[config.mk]
export PLATFORM = sky130hd
export DESIGN_NAME = line_follow_pid_drive
export DESIGN_NICKNAME = d
export VERILOG_FILES = /design/src/lfpd_pkg.sv /design/src/lfpd_mac.sv /design/src/line_follow_pid_drive.sv
export SDC_FILE = /design/constraint.sdc
export NUM_CORES = 1
export LEC_CHECK = 0
export BUFFER_PORTS_ARGS = -buffer_cell sky130_fd_sc_hd__buf_2
export CAP_MARGIN = 20
export CORE_AREA = 2 2 207 209
export DETAILED_ROUTE_END_ITERATION = 12
export DIE_AREA = 0 0 209 211
export GPL_ROUTABILITY_DRIVEN = 1
export PLACE_DENSITY = 0.52
export SLEW_MARGIN = 20
export SYNTH_ARGS = -nofsm -noshare
export SYNTH_HDL_FRONTEND = slang
export SYNTH_SLANG_ARGS = --single-unit
[constraint.sdc]
create_clock -name i_clk -period 8.1 [get_ports i_clk]
set_input_delay 0.81 -clock i_clk [delete_from_list [all_inputs] [get_ports i_clk]]
set_output_delay 0.81 -clock i_clk [all_outputs]
set_load 0.005 [all_outputs]
[src/lfpd_pkg.sv]
package lfpd_pkg;

    localparam int SENSOR_COUNT = 8;
    localparam int SENSOR_W     = 8;
    // only sensors that fit the input field can ever be active
    localparam int ACTIVE_N     = (SENSOR_COUNT < SENSOR_W) ? SENSOR_COUNT : SENSOR_W;
    localparam int CNT_W        = $clog2(ACTIVE_N + 1);
    localparam int SUM_W        = $clog2(ACTIVE_N * (ACTIVE_N - 1) / 2 + 1);
    localparam int MEAN_W       = $clog2(ACTIVE_N);

    localparam int ERR_W        = 3;
    localparam int DIFF_W       = ERR_W + 1;
    localparam int GAIN_W       = 16;
    localparam int INT_W        = 16;
    localparam int MUL_N        = INT_W;
    localparam int MUL_CNT_W    = $clog2(MUL_N);
    localparam int HI_W         = GAIN_W + 4;
    localparam int ACC_W        = HI_W + MUL_N;
    localparam int FRAC_W       = 8;
    localparam int PID_W        = 10;
    localparam int DUTY_W       = 8;
    localparam int SUMD_W       = PID_W + 1;

    localparam int CFG_IDX_W    = 3;
    localparam int CFG_DATA_W   = 16;

    localparam logic [CFG_IDX_W-1:0] REG_GAIN_P     = 3'd0;
    localparam logic [CFG_IDX_W-1:0] REG_GAIN_I     = 3'd1;
    localparam logic [CFG_IDX_W-1:0] REG_GAIN_D     = 3'd2;
    localparam logic [CFG_IDX_W-1:0] REG_BASE_SPEED = 3'd3;
    localparam logic [CFG_IDX_W-1:0] REG_MAX_SPEED  = 3'd4;

    localparam logic signed [GAIN_W-1:0] GAIN_P_RST     = 16'sd2560;
    localparam logic signed [GAIN_W-1:0] GAIN_I_RST     = 16'sd0;
    localparam logic signed [GAIN_W-1:0] GAIN_D_RST     = 16'sd0;
    localparam logic        [DUTY_W-1:0] BASE_SPEED_RST = 8'd25;
    localparam logic        [DUTY_W-1:0] MAX_SPEED_RST  = 8'd255;

    localparam logic [MEAN_W-1:0] MEAN_MID   = MEAN_W'(3);
    localparam logic [ERR_W-1:0]  ERR_OFS_LO = ERR_W'(3);
    localparam logic [ERR_W-1:0]  ERR_OFS_HI = ERR_W'(4);

    localparam logic signed [PID_W-1:0] PID_MAX = {1'b0, {(PID_W-1){1'b1}}};
    localparam logic signed [PID_W-1:0] PID_MIN = {1'b1, {(PID_W-1){1'b0}}};
    localparam logic signed [INT_W-1:0] INT_MAX = {1'b0, {(INT_W-1){1'b1}}};
    localparam logic signed [INT_W-1:0] INT_MIN = {1'b1, {(INT_W-1){1'b0}}};

    typedef struct packed {
        logic                     start;
        logic signed [ERR_W-1:0]  err;
        logic signed [DIFF_W-1:0] diff;
        logic signed [INT_W-1:0]  isum;
    } t_mac_req;

    typedef struct packed {
        logic                    done;
        logic signed [ACC_W-1:0] acc;
    } t_mac_rsp;

endpackage

[src/lfpd_mac.sv]
module lfpd_mac (
    input  logic                              i_clk,
    input  logic                              i_rst_n,
    input  logic signed [lfpd_pkg::GAIN_W-1:0] i_gain_p,
    input  logic signed [lfpd_pkg::GAIN_W-1:0] i_gain_i,
    input  logic signed [lfpd_pkg::GAIN_W-1:0] i_gain_d,
    input  lfpd_pkg::t_mac_req                 i_req,
    output lfpd_pkg::t_mac_rsp                 o_rsp
);
    import lfpd_pkg::*;

    // serial shift-add: one multiplier bit of each term per cycle,
    // last bit carries negative weight
    logic                     r_busy, n_busy;
    logic                     r_done, n_done;
    logic [MUL_CNT_W-1:0]     r_cnt, n_cnt;
    logic signed [ERR_W-1:0]  r_me, n_me;
    logic signed [DIFF_W-1:0] r_md, n_md;
    logic signed [INT_W-1:0]  r_mi, n_mi;
    logic signed [HI_W-1:0]   r_hi, n_hi;
    logic [MUL_N-1:0]         r_lo, n_lo;

    logic signed [HI_W-1:0] w_term;
    logic signed [HI_W-1:0] w_sum;
    logic                   w_last;

    always_comb begin
        w_term = '0;
        if (r_me[0]) w_term = w_term + HI_W'(i_gain_p);
        if (r_mi[0]) w_term = w_term + HI_W'(i_gain_i);
        if (r_md[0]) w_term = w_term + HI_W'(i_gain_d);
        w_last = (r_cnt == MUL_CNT_W'(MUL_N - 1));
        w_sum  = w_last ? (r_hi - w_term) : (r_hi + w_term);
    end

    always_comb begin
        n_busy = r_busy;
        n_done = 1'b0;
        n_cnt  = r_cnt;
        n_me   = r_me;
        n_md   = r_md;
        n_mi   = r_mi;
        n_hi   = r_hi;
        n_lo   = r_lo;
        if (i_req.start) begin
            n_busy = 1'b1;
            n_cnt  = '0;
            n_me   = i_req.err;
            n_md   = i_req.diff;
            n_mi   = i_req.isum;
            n_hi   = '0;
            n_lo   = '0;
        end else if (r_busy) begin
            n_me  = r_me >>> 1;
            n_md  = r_md >>> 1;
            n_mi  = r_mi >>> 1;
            n_hi  = w_sum >>> 1;
            n_lo  = {w_sum[0], r_lo[MUL_N-1:1]};
            n_cnt = r_cnt + 1'b1;
            if (w_last) begin
                n_busy = 1'b0;
                n_done = 1'b1;
            end
        end
    end

    always_ff @(posedge i_clk) begin
        if (!i_rst_n) begin
            r_busy <= 1'b0;
            r_done <= 1'b0;
            r_cnt  <= '0;
        end else begin
            r_busy <= n_busy;
            r_done <= n_done;
            r_cnt  <= n_cnt;
        end
    end

    always_ff @(posedge i_clk) begin
        r_me <= n_me;
        r_md <= n_md;
        r_mi <= n_mi;
        r_hi <= n_hi;
        r_lo <= n_lo;
    end

    assign o_rsp.done = r_done;
    assign o_rsp.acc  = {r_hi, r_lo};

    a_start_idle: assert property (@(posedge i_clk) disable iff (!i_rst_n)
        i_req.start |-> !r_busy)
        else $error("mac started while busy");

endmodule

[src/line_follow_pid_drive.sv]
// Channel  Direction  Handshake                 Payload
// in       input      i_in_valid / o_in_stall   i_line_sensors
// out      output     o_out_valid / i_out_stall o_left_duty, o_right_duty, o_line_seen
// cfg      input      i_cfg_valid / o_cfg_ready i_cfg_index, i_cfg_data
//
// A transaction passes through the sensor scan (one sensor a cycle), the bit-serial mean
// division, skipped when no sensor is active, the error and integral update, the shared
// serial multiply-accumulate, and the clamping of the PID term and the duties. No new
// transaction is accepted until the previous one has reached the output register; a stalled
// result holds the block in its last step. Synchronous active-low reset restores the gains,
// speeds, error and integral.
module line_follow_pid_drive (
    input  logic                                i_clk,
    input  logic                                i_rst_n,
    input  logic                                i_in_valid,
    output logic                                o_in_stall,
    input  logic [lfpd_pkg::SENSOR_W-1:0]       i_line_sensors,
    output logic                                o_out_valid,
    input  logic                                i_out_stall,
    output logic [lfpd_pkg::DUTY_W-1:0]         o_left_duty,
    output logic [lfpd_pkg::DUTY_W-1:0]         o_right_duty,
    output logic                                o_line_seen,
    input  logic                                i_cfg_valid,
    output logic                                o_cfg_ready,
    input  logic [lfpd_pkg::CFG_IDX_W-1:0]      i_cfg_index,
    input  logic [lfpd_pkg::CFG_DATA_W-1:0]     i_cfg_data
);
    import lfpd_pkg::*;

    typedef enum logic [6:0] {
        S_IDLE = 7'b0000001,
        S_SCAN = 7'b0000010,
        S_DIV  = 7'b0000100,
        S_ERR  = 7'b0001000,
        S_MUL  = 7'b0010000,
        S_PID  = 7'b0100000,
        S_OUT  = 7'b1000000
    } t_state;

    t_state r_state, n_state;
    logic [CNT_W-1:0]        r_cnt, n_cnt;
    logic [ACTIVE_N-1:0]     r_sens, n_sens;
    logic [SUM_W-1:0]        r_sum, n_sum;
    logic [CNT_W-1:0]        r_count, n_count;
    logic [CNT_W-1:0]        r_rem, n_rem;
    logic                    r_seen, n_seen;
    logic signed [ERR_W-1:0] r_prev, n_prev;
    logic signed [INT_W-1:0] r_integral, n_integral;
    logic signed [PID_W-1:0] r_pid, n_pid;
    logic                    r_out_valid, n_out_valid;
    logic [DUTY_W-1:0]       r_left, n_left;
    logic [DUTY_W-1:0]       r_right, n_right;
    logic                    r_line_seen, n_line_seen;

    logic signed [GAIN_W-1:0] r_gain_p, r_gain_i, r_gain_d;
    logic [DUTY_W-1:0]        r_base, r_max;

    t_mac_req w_req;
    t_mac_rsp w_rsp;

    logic [CNT_W:0]             w_trial;
    logic                       w_qbit;
    logic [MEAN_W-1:0]          w_mean;
    logic signed [ERR_W-1:0]    w_err;
    logic signed [INT_W:0]      w_isum_wide;
    logic signed [INT_W-1:0]    w_isum;
    logic signed [DIFF_W-1:0]   w_diff;
    logic signed [ACC_W-FRAC_W-1:0] w_quot;
    logic signed [SUMD_W-1:0]   w_lsum, w_rsum;
    logic                       w_out_free;

    function automatic logic [DUTY_W-1:0] clamp_duty(
        input logic signed [SUMD_W-1:0] v,
        input logic [DUTY_W-1:0]        vmax
    );
        logic [DUTY_W-1:0] res;
        if (v < 0) begin
            res = '0;
        end else if (v > $signed({{(SUMD_W-DUTY_W){1'b0}}, vmax})) begin
            res = vmax;
        end else begin
            res = v[DUTY_W-1:0];
        end
        return res;
    endfunction

    always_comb begin
        w_trial = {r_rem, r_sum[SUM_W-1]};
        w_qbit  = (w_trial >= {1'b0, r_count});

        w_mean = r_sum[MEAN_W-1:0];
        if (!r_seen) begin
            w_err = r_prev;
        end else if (w_mean > MEAN_MID) begin
            w_err = ERR_W'(w_mean) - ERR_OFS_HI;
        end else begin
            w_err = ERR_W'(w_mean) - ERR_OFS_LO;
        end

        w_isum_wide = (INT_W+1)'(r_integral) + (INT_W+1)'(w_err);
        if (w_isum_wide[INT_W] != w_isum_wide[INT_W-1]) begin
            w_isum = w_isum_wide[INT_W] ? INT_MIN : INT_MAX;
        end else begin
            w_isum = w_isum_wide[INT_W-1:0];
        end
        w_diff = DIFF_W'(w_err) - DIFF_W'(r_prev);

        // divide by 2^8, truncating toward zero
        w_quot = w_rsp.acc[ACC_W-1:FRAC_W];
        if (w_rsp.acc[ACC_W-1] && (|w_rsp.acc[FRAC_W-1:0])) begin
            w_quot = w_quot + 1'b1;
        end

        w_lsum = $signed({{(SUMD_W-DUTY_W){1'b0}}, r_base}) - SUMD_W'(r_pid);
        w_rsum = $signed({{(SUMD_W-DUTY_W){1'b0}}, r_base}) + SUMD_W'(r_pid);
        w_out_free = !r_out_valid || !i_out_stall;
    end

    assign w_req.start = (r_state == S_ERR);
    assign w_req.err   = w_err;
    assign w_req.diff  = w_diff;
    assign w_req.isum  = w_isum;

    lfpd_mac u_mac (
        .i_clk    (i_clk),
        .i_rst_n  (i_rst_n),
        .i_gain_p (r_gain_p),
        .i_gain_i (r_gain_i),
        .i_gain_d (r_gain_d),
        .i_req    (w_req),
        .o_rsp    (w_rsp)
    );

    always_comb begin
        n_state     = r_state;
        n_cnt       = r_cnt;
        n_sens      = r_sens;
        n_sum       = r_sum;
        n_count     = r_count;
        n_rem       = r_rem;
        n_seen      = r_seen;
        n_prev      = r_prev;
        n_integral  = r_integral;
        n_pid       = r_pid;
        n_out_valid = r_out_valid;
        n_left      = r_left;
        n_right     = r_right;
        n_line_seen = r_line_seen;

        if (r_out_valid && !i_out_stall) begin
            n_out_valid = 1'b0;
        end

        case (r_state)
            S_IDLE: begin
                if (i_in_valid) begin
                    n_sens  = i_line_sensors[ACTIVE_N-1:0];
                    n_cnt   = '0;
                    n_sum   = '0;
                    n_count = '0;
                    n_state = S_SCAN;
                end
            end
            S_SCAN: begin
                if (r_sens[0]) begin
                    n_sum   = r_sum + SUM_W'(r_cnt);
                    n_count = r_count + 1'b1;
                end
                n_sens = r_sens >> 1;
                n_cnt  = r_cnt + 1'b1;
                if (r_cnt == CNT_W'(ACTIVE_N - 1)) begin
                    n_seen  = (n_count != '0);
                    n_cnt   = '0;
                    n_rem   = '0;
                    n_state = (n_count != '0) ? S_DIV : S_ERR;
                end
            end
            S_DIV: begin
                n_rem = w_qbit ? CNT_W'(w_trial - {1'b0, r_count}) : w_trial[CNT_W-1:0];
                n_sum = SUM_W'({r_sum, w_qbit});
                n_cnt = r_cnt + 1'b1;
                if (r_cnt == CNT_W'(SUM_W - 1)) begin
                    n_state = S_ERR;
                end
            end
            S_ERR: begin
                n_prev     = w_err;
                n_integral = w_isum;
                n_state    = S_MUL;
            end
            S_MUL: begin
                if (w_rsp.done) begin
                    n_state = S_PID;
                end
            end
            S_PID: begin
                if (w_quot > (ACC_W-FRAC_W)'(PID_MAX)) begin
                    n_pid = PID_MAX;
                end else if (w_quot < (ACC_W-FRAC_W)'(PID_MIN)) begin
                    n_pid = PID_MIN;
                end else begin
                    n_pid = w_quot[PID_W-1:0];
                end
                n_state = S_OUT;
            end
            S_OUT: begin
                if (w_out_free) begin
                    n_out_valid = 1'b1;
                    n_left      = clamp_duty(w_lsum, r_max);
                    n_right     = clamp_duty(w_rsum, r_max);
                    n_line_seen = r_seen;
                    n_state     = S_IDLE;
                end
            end
            default: begin
                n_state = S_IDLE;
            end
        endcase
    end

    always_ff @(posedge i_clk) begin
        if (!i_rst_n) begin
            r_state     <= S_IDLE;
            r_cnt       <= '0;
            r_prev      <= '0;
            r_integral  <= '0;
            r_out_valid <= 1'b0;
            r_gain_p    <= GAIN_P_RST;
            r_gain_i    <= GAIN_I_RST;
            r_gain_d    <= GAIN_D_RST;
            r_base      <= BASE_SPEED_RST;
            r_max       <= MAX_SPEED_RST;
        end else begin
            r_state     <= n_state;
            r_cnt       <= n_cnt;
            r_prev      <= n_prev;
            r_integral  <= n_integral;
            r_out_valid <= n_out_valid;
            if (i_cfg_valid) begin
                case (i_cfg_index)
                    REG_GAIN_P:     r_gain_p <= i_cfg_data;
                    REG_GAIN_I:     r_gain_i <= i_cfg_data;
                    REG_GAIN_D:     r_gain_d <= i_cfg_data;
                    REG_BASE_SPEED: r_base   <= i_cfg_data[DUTY_W-1:0];
                    REG_MAX_SPEED:  r_max    <= i_cfg_data[DUTY_W-1:0];
                    default: ;
                endcase
            end
        end
    end

    always_ff @(posedge i_clk) begin
        r_sens      <= n_sens;
        r_sum       <= n_sum;
        r_count     <= n_count;
        r_rem       <= n_rem;
        r_seen      <= n_seen;
        r_pid       <= n_pid;
        r_left      <= n_left;
        r_right     <= n_right;
        r_line_seen <= n_line_seen;
    end

    assign o_in_stall   = (r_state != S_IDLE);
    assign o_out_valid  = r_out_valid;
    assign o_left_duty  = r_left;
    assign o_right_duty = r_right;
    assign o_line_seen  = r_line_seen;
    assign o_cfg_ready  = 1'b1;

    a_err_range: assert property (@(posedge i_clk) disable iff (!i_rst_n)
        r_prev != ERR_W'(4))
        else $error("stored error out of range");

    a_err_held: assert property (@(posedge i_clk) disable iff (!i_rst_n)
        (r_state == S_ERR && !r_seen) |=> (r_prev == $past(r_prev)))
        else $error("error changed with no line seen");

    a_mac_done: assert property (@(posedge i_clk) disable iff (!i_rst_n)
        w_rsp.done |-> (r_state == S_MUL))
        else $error("mac done outside multiply step");

    a_out_wait: assert property (@(posedge i_clk) disable iff (!i_rst_n)
        (r_state == S_OUT && r_out_valid && i_out_stall) |=> (r_state == S_OUT))
        else $error("result overwrote a pending transaction");

endmodule

==> impl_metrics.toml <==
[final_layout]
seq_area_um2 = 4890
nNetsFinal = 1949
multiInputGateArea_um2 = 9080
drive_gt1_share_pct = 7.84
layout_common_cells = "nand2_1, nor2_1, a21oi_1, dfxtp_1, ha_1"
n_fill_cell = 4263
num_antenna_cells = 0
final_common_cell = "nand2_1"
area_growth_pct = 11.0
instances_no_fill = 2350

[die]
core_area_um2 = 41800
die_y_um = 211
design.die.area_um2 = 44100
initial_core_util_pct = 34.8
rows = 75
ioPinCount = 52
die_w_um = 209

[timing]
tightest_slew_ps = 1020
max_freq_mhz = 132
final_max_slew_viol_count = 0
hold_viol = 0
setup_violations = 0
rsz0062_at_grt = "false"
skew_ps = 13.4
fin_crit_ps = 7570
min_period_over_period_pct = 93.5
setup_tns_ps = 0
hold-worst-slack_ps = 453
relSlewSlack_pct = 31.9

[hold_path]
holdPathStages = 2
min_path_type = "reg2reg"
hp-start = "r_gain_p[0]$_SDFFE_PN0P_"
whs_endpoint = "r_gain_p[0]$_SDFFE_PN0P_"

[global_route]
grt_pass1_wl_um = 61600
grt_max_degree = 67
grt_overflow = 0
antenna_found_initial = 0
track_usage_pct = 16.8
grt_pass1_vias = 12100

[routing]
drt-initial-drc-count = 677
post-route-drc-count = 0
drt-met1-wl_um = 18100
detail-route-antenna-nets = 0
firstDrtPassIters = 5
routed.top_layer = "met4"
dr_total_vias = 12200
met2_wirelength_um = 16700
wl_per_cell_um = 15.6
via_per_inst = 5.21
wl_um = 36700
routed-wl-met3_um = 1140

[power]
p_switching_w = 0.000800
pwr_density_cell_nw_per_um2 = 172
internal_power_w = 0.00197
p_sw_share_pct = 28.9
p_seq_share_pct = 43.1
combPwrFrac_pct = 16.7
pwr-share-clk_pct = 40.3
leakagePower_nw = 6.68
vdd_drop_max_v = 0.000116

[setup_path]
critical-path-slowest-cell = "a2111o_1"
regToRegEndpoint = "u_mac.r_hi[18]$_SDFFE_PN0P_"
critical_path_required_ps = 8540
cp-end-kind = "register"
critical_path_peak_fanout = 6
crit_top_cell = "ha_1"
ff2ff_path_depth = 31
rr_startpoint = "u_mac.r_me[0]$_DFFE_PP_"
critical_path_arrival_ps = 8010
startpoint_type = "register"
crit_start = "u_mac.r_me[0]$_DFFE_PP_"
crit_type = "reg2reg"
critPathMaxStageDelay_ps = 440
r2r_slack_ps = 530

[yosys]
synth_cell_types = 83
synth_warnings = 0
synth_area_um2 = 14500
synth_edf_count = 72
yosysSeqAreaShare_pct = 33.7
ys_seq_elements = 208
syn_avg_cell_area_um2 = 8.21
synth_flop_cell = "dfxtp_1"
synth_nets = 1925
synthCells = 1767
synthArstFlopShare_pct = 0

[job]
drv_cap = 0

[clock_network]
clkSlewWorstSetupHoldPaths_ps = 60
cts_made_buffers = 26
h-tree-depth = 1
clockBufferDepth = 3
clock_latency_ps = 560
cts_root_buffer = "clkbuf_16"
cts_tree = "built"
hold_buffers = 0
cts_sinks = 208

[status]
status = "complete, no violations"

[place]
routabilityCongestion = 0.854
dp.cells = 2302
hpwl_um = 26500
place.port_buffers = 50
## layout make-up
type	count	area share (%)
multi-input cells	1406	56.3
flip-flops and latches	208	30.3
clock buffers	39	4.40
well taps	539	4.18
repair buffers	64	2.20
inverters	85	1.98
clock inverters	9	0.574
## metrics by stage
stage,setup WS [ps],util [%],instance area (µm²),power [W]
after CTS,313,38.5,16100,0.00281
after global routing,1.29,38.6,16100,0.00292
after detailed placement,309,36.6,15300,0.00167
after global placement,484,36.6,15300,0.00166
final,529,38.6,16100,0.00277
after floorplan,445,-,14500,0.00156
## flip-flops by register name, summed over array words and instances (netlist names), 3 cells and up
signal	cells
r_gain_p	16
o_right_duty	8
r_sum	5
o_left_duty	8
u_mac.r_me	3
u_mac.r_hi	19
r_integral	16
r_base	8
r_cnt	4
r_count	4
u_mac.r_lo	16
r_max	8
r_rem	4
u_mac.r_cnt	4
u_mac.r_md	4
r_state	7
r_gain_i	16
r_prev	3
r_pid	10
r_sens	8
r_gain_d	16
u_mac.r_mi	16
## cells in the mapped netlist, types with 5 or more instances
| master | count | area (µm²) |
|---|---|---|
| fa_1 | 9 | 180 |
| nand3_1 | 31 | 155 |
| xor2_1 | 47 | 412 |
| o211ai_1 | 20 | 150 |
| ha_1 | 117 | 1460 |
| nor3_1 | 30 | 150 |
| a21oi_1 | 156 | 781 |
| xnor2_1 | 64 | 561 |
| o21bai_1 | 13 | 97.6 |
| a31o_2 | 5 | 43.8 |
| a211oi_1 | 8 | 60.1 |
| or2_2 | 16 | 100 |
| a31oi_1 | 15 | 93.8 |
| o22ai_1 | 5 | 31.3 |
| or3_1 | 8 | 50.1 |
| dfxtp_1 | 136 | 2720 |
| edfxtp_1 | 72 | 2160 |
| and2_1 | 27 | 169 |
| nand3b_1 | 8 | 60.1 |
| nand2b_1 | 11 | 68.8 |
| mux2i_1 | 54 | 541 |
| inv_1 | 83 | 312 |
| a21o_1 | 27 | 203 |
| mux2_2 | 5 | 56.3 |
| nor2b_1 | 24 | 150 |
| nand2_1 | 259 | 972 |
| and3_1 | 16 | 100 |
| nand4_1 | 26 | 163 |
| nor4_1 | 10 | 62.6 |
| o21a_1 | 10 | 75.1 |
| clkbuf_1 | 56 | 210 |
| a21boi_0 | 8 | 60.1 |
| o31ai_1 | 8 | 60.1 |
| buf_1 | 5 | 18.8 |
| nor2_1 | 187 | 702 |
| buf_2 | 5 | 25.0 |
| o21ai_0 | 99 | 495 |
| nor3b_1 | 5 | 37.5 |
## repair_timing
item | in CTS | in global routing
buffers inserted | 0 | 0
endpoints found under the hold margin | 0 | 0
resized for setup | 0 | 6
endpoints found under the setup margin | 0 | 1
## worst max-delay path: cells and delay by family (launching register included)
family	cells	cell delay, ps
DFF	1	350
adders and majority gates	4	1390
xor gates and xnor gates	2	430
buffers and inverters	2	160
AOI/OAI and AO/OA	14	3590
muxes	1	140
and+or+nand+nor	8	1360
## power by group through the flow
stage,clock (W),sequential (W),combinational (W)
floorplan,0,0.00119,0.000371
global placement,0,0.00121,0.000450
detailed placement,0,0.00121,0.000458
CTS,0.00116,0.00119,0.000461
global route,0.00119,0.00120,0.000528
finish,0.00111,0.00119,0.000461
## kinds of logic (layout without fill, tap and decap cells)
logic type,Yosys count,in the layout,synth area share (%)
fa+ha+maj,126,126,11.3
compound gates,429,429,18.4
other cells,1,1,0.0258
xor+xnor,111,111,6.70
flops,208,208,33.7
mux,59,59,4.11
buf+inv,153,197,4.05
simple gates,680,680,21.7
## how the worst max path moves through the flow
stage / end / slack [ps] / cells after the start
2_1_floorplan: u_mac.r_hi[18]$_SDFFE_PN0P_ / 440 / 34
3_3_place_gp: u_mac.r_hi[18]$_SDFFE_PN0P_ / 480 / 32
3_5_place_dp: u_mac.r_hi[18]$_SDFFE_PN0P_ / 310 / 32
4_1_cts: u_mac.r_hi[18]$_SDFFE_PN0P_ / 310 / 32
5_1_grt: u_mac.r_hi[18]$_SDFFE_PN0P_ / 1 / 31
6_report: u_mac.r_hi[18]$_SDFFE_PN0P_ / 530 / 31
## per-layer routing
metal | vias to the layer above | global-route usage (%)
met2 | 171 | 28.5
met4 | 0 | 4.21
met1 | 5728 | 22.6
met3 | 50 | 2.13
met5 | - | 0
li1 | 6289 | -
Note: power is estimated with default switching activity, not from simulation.
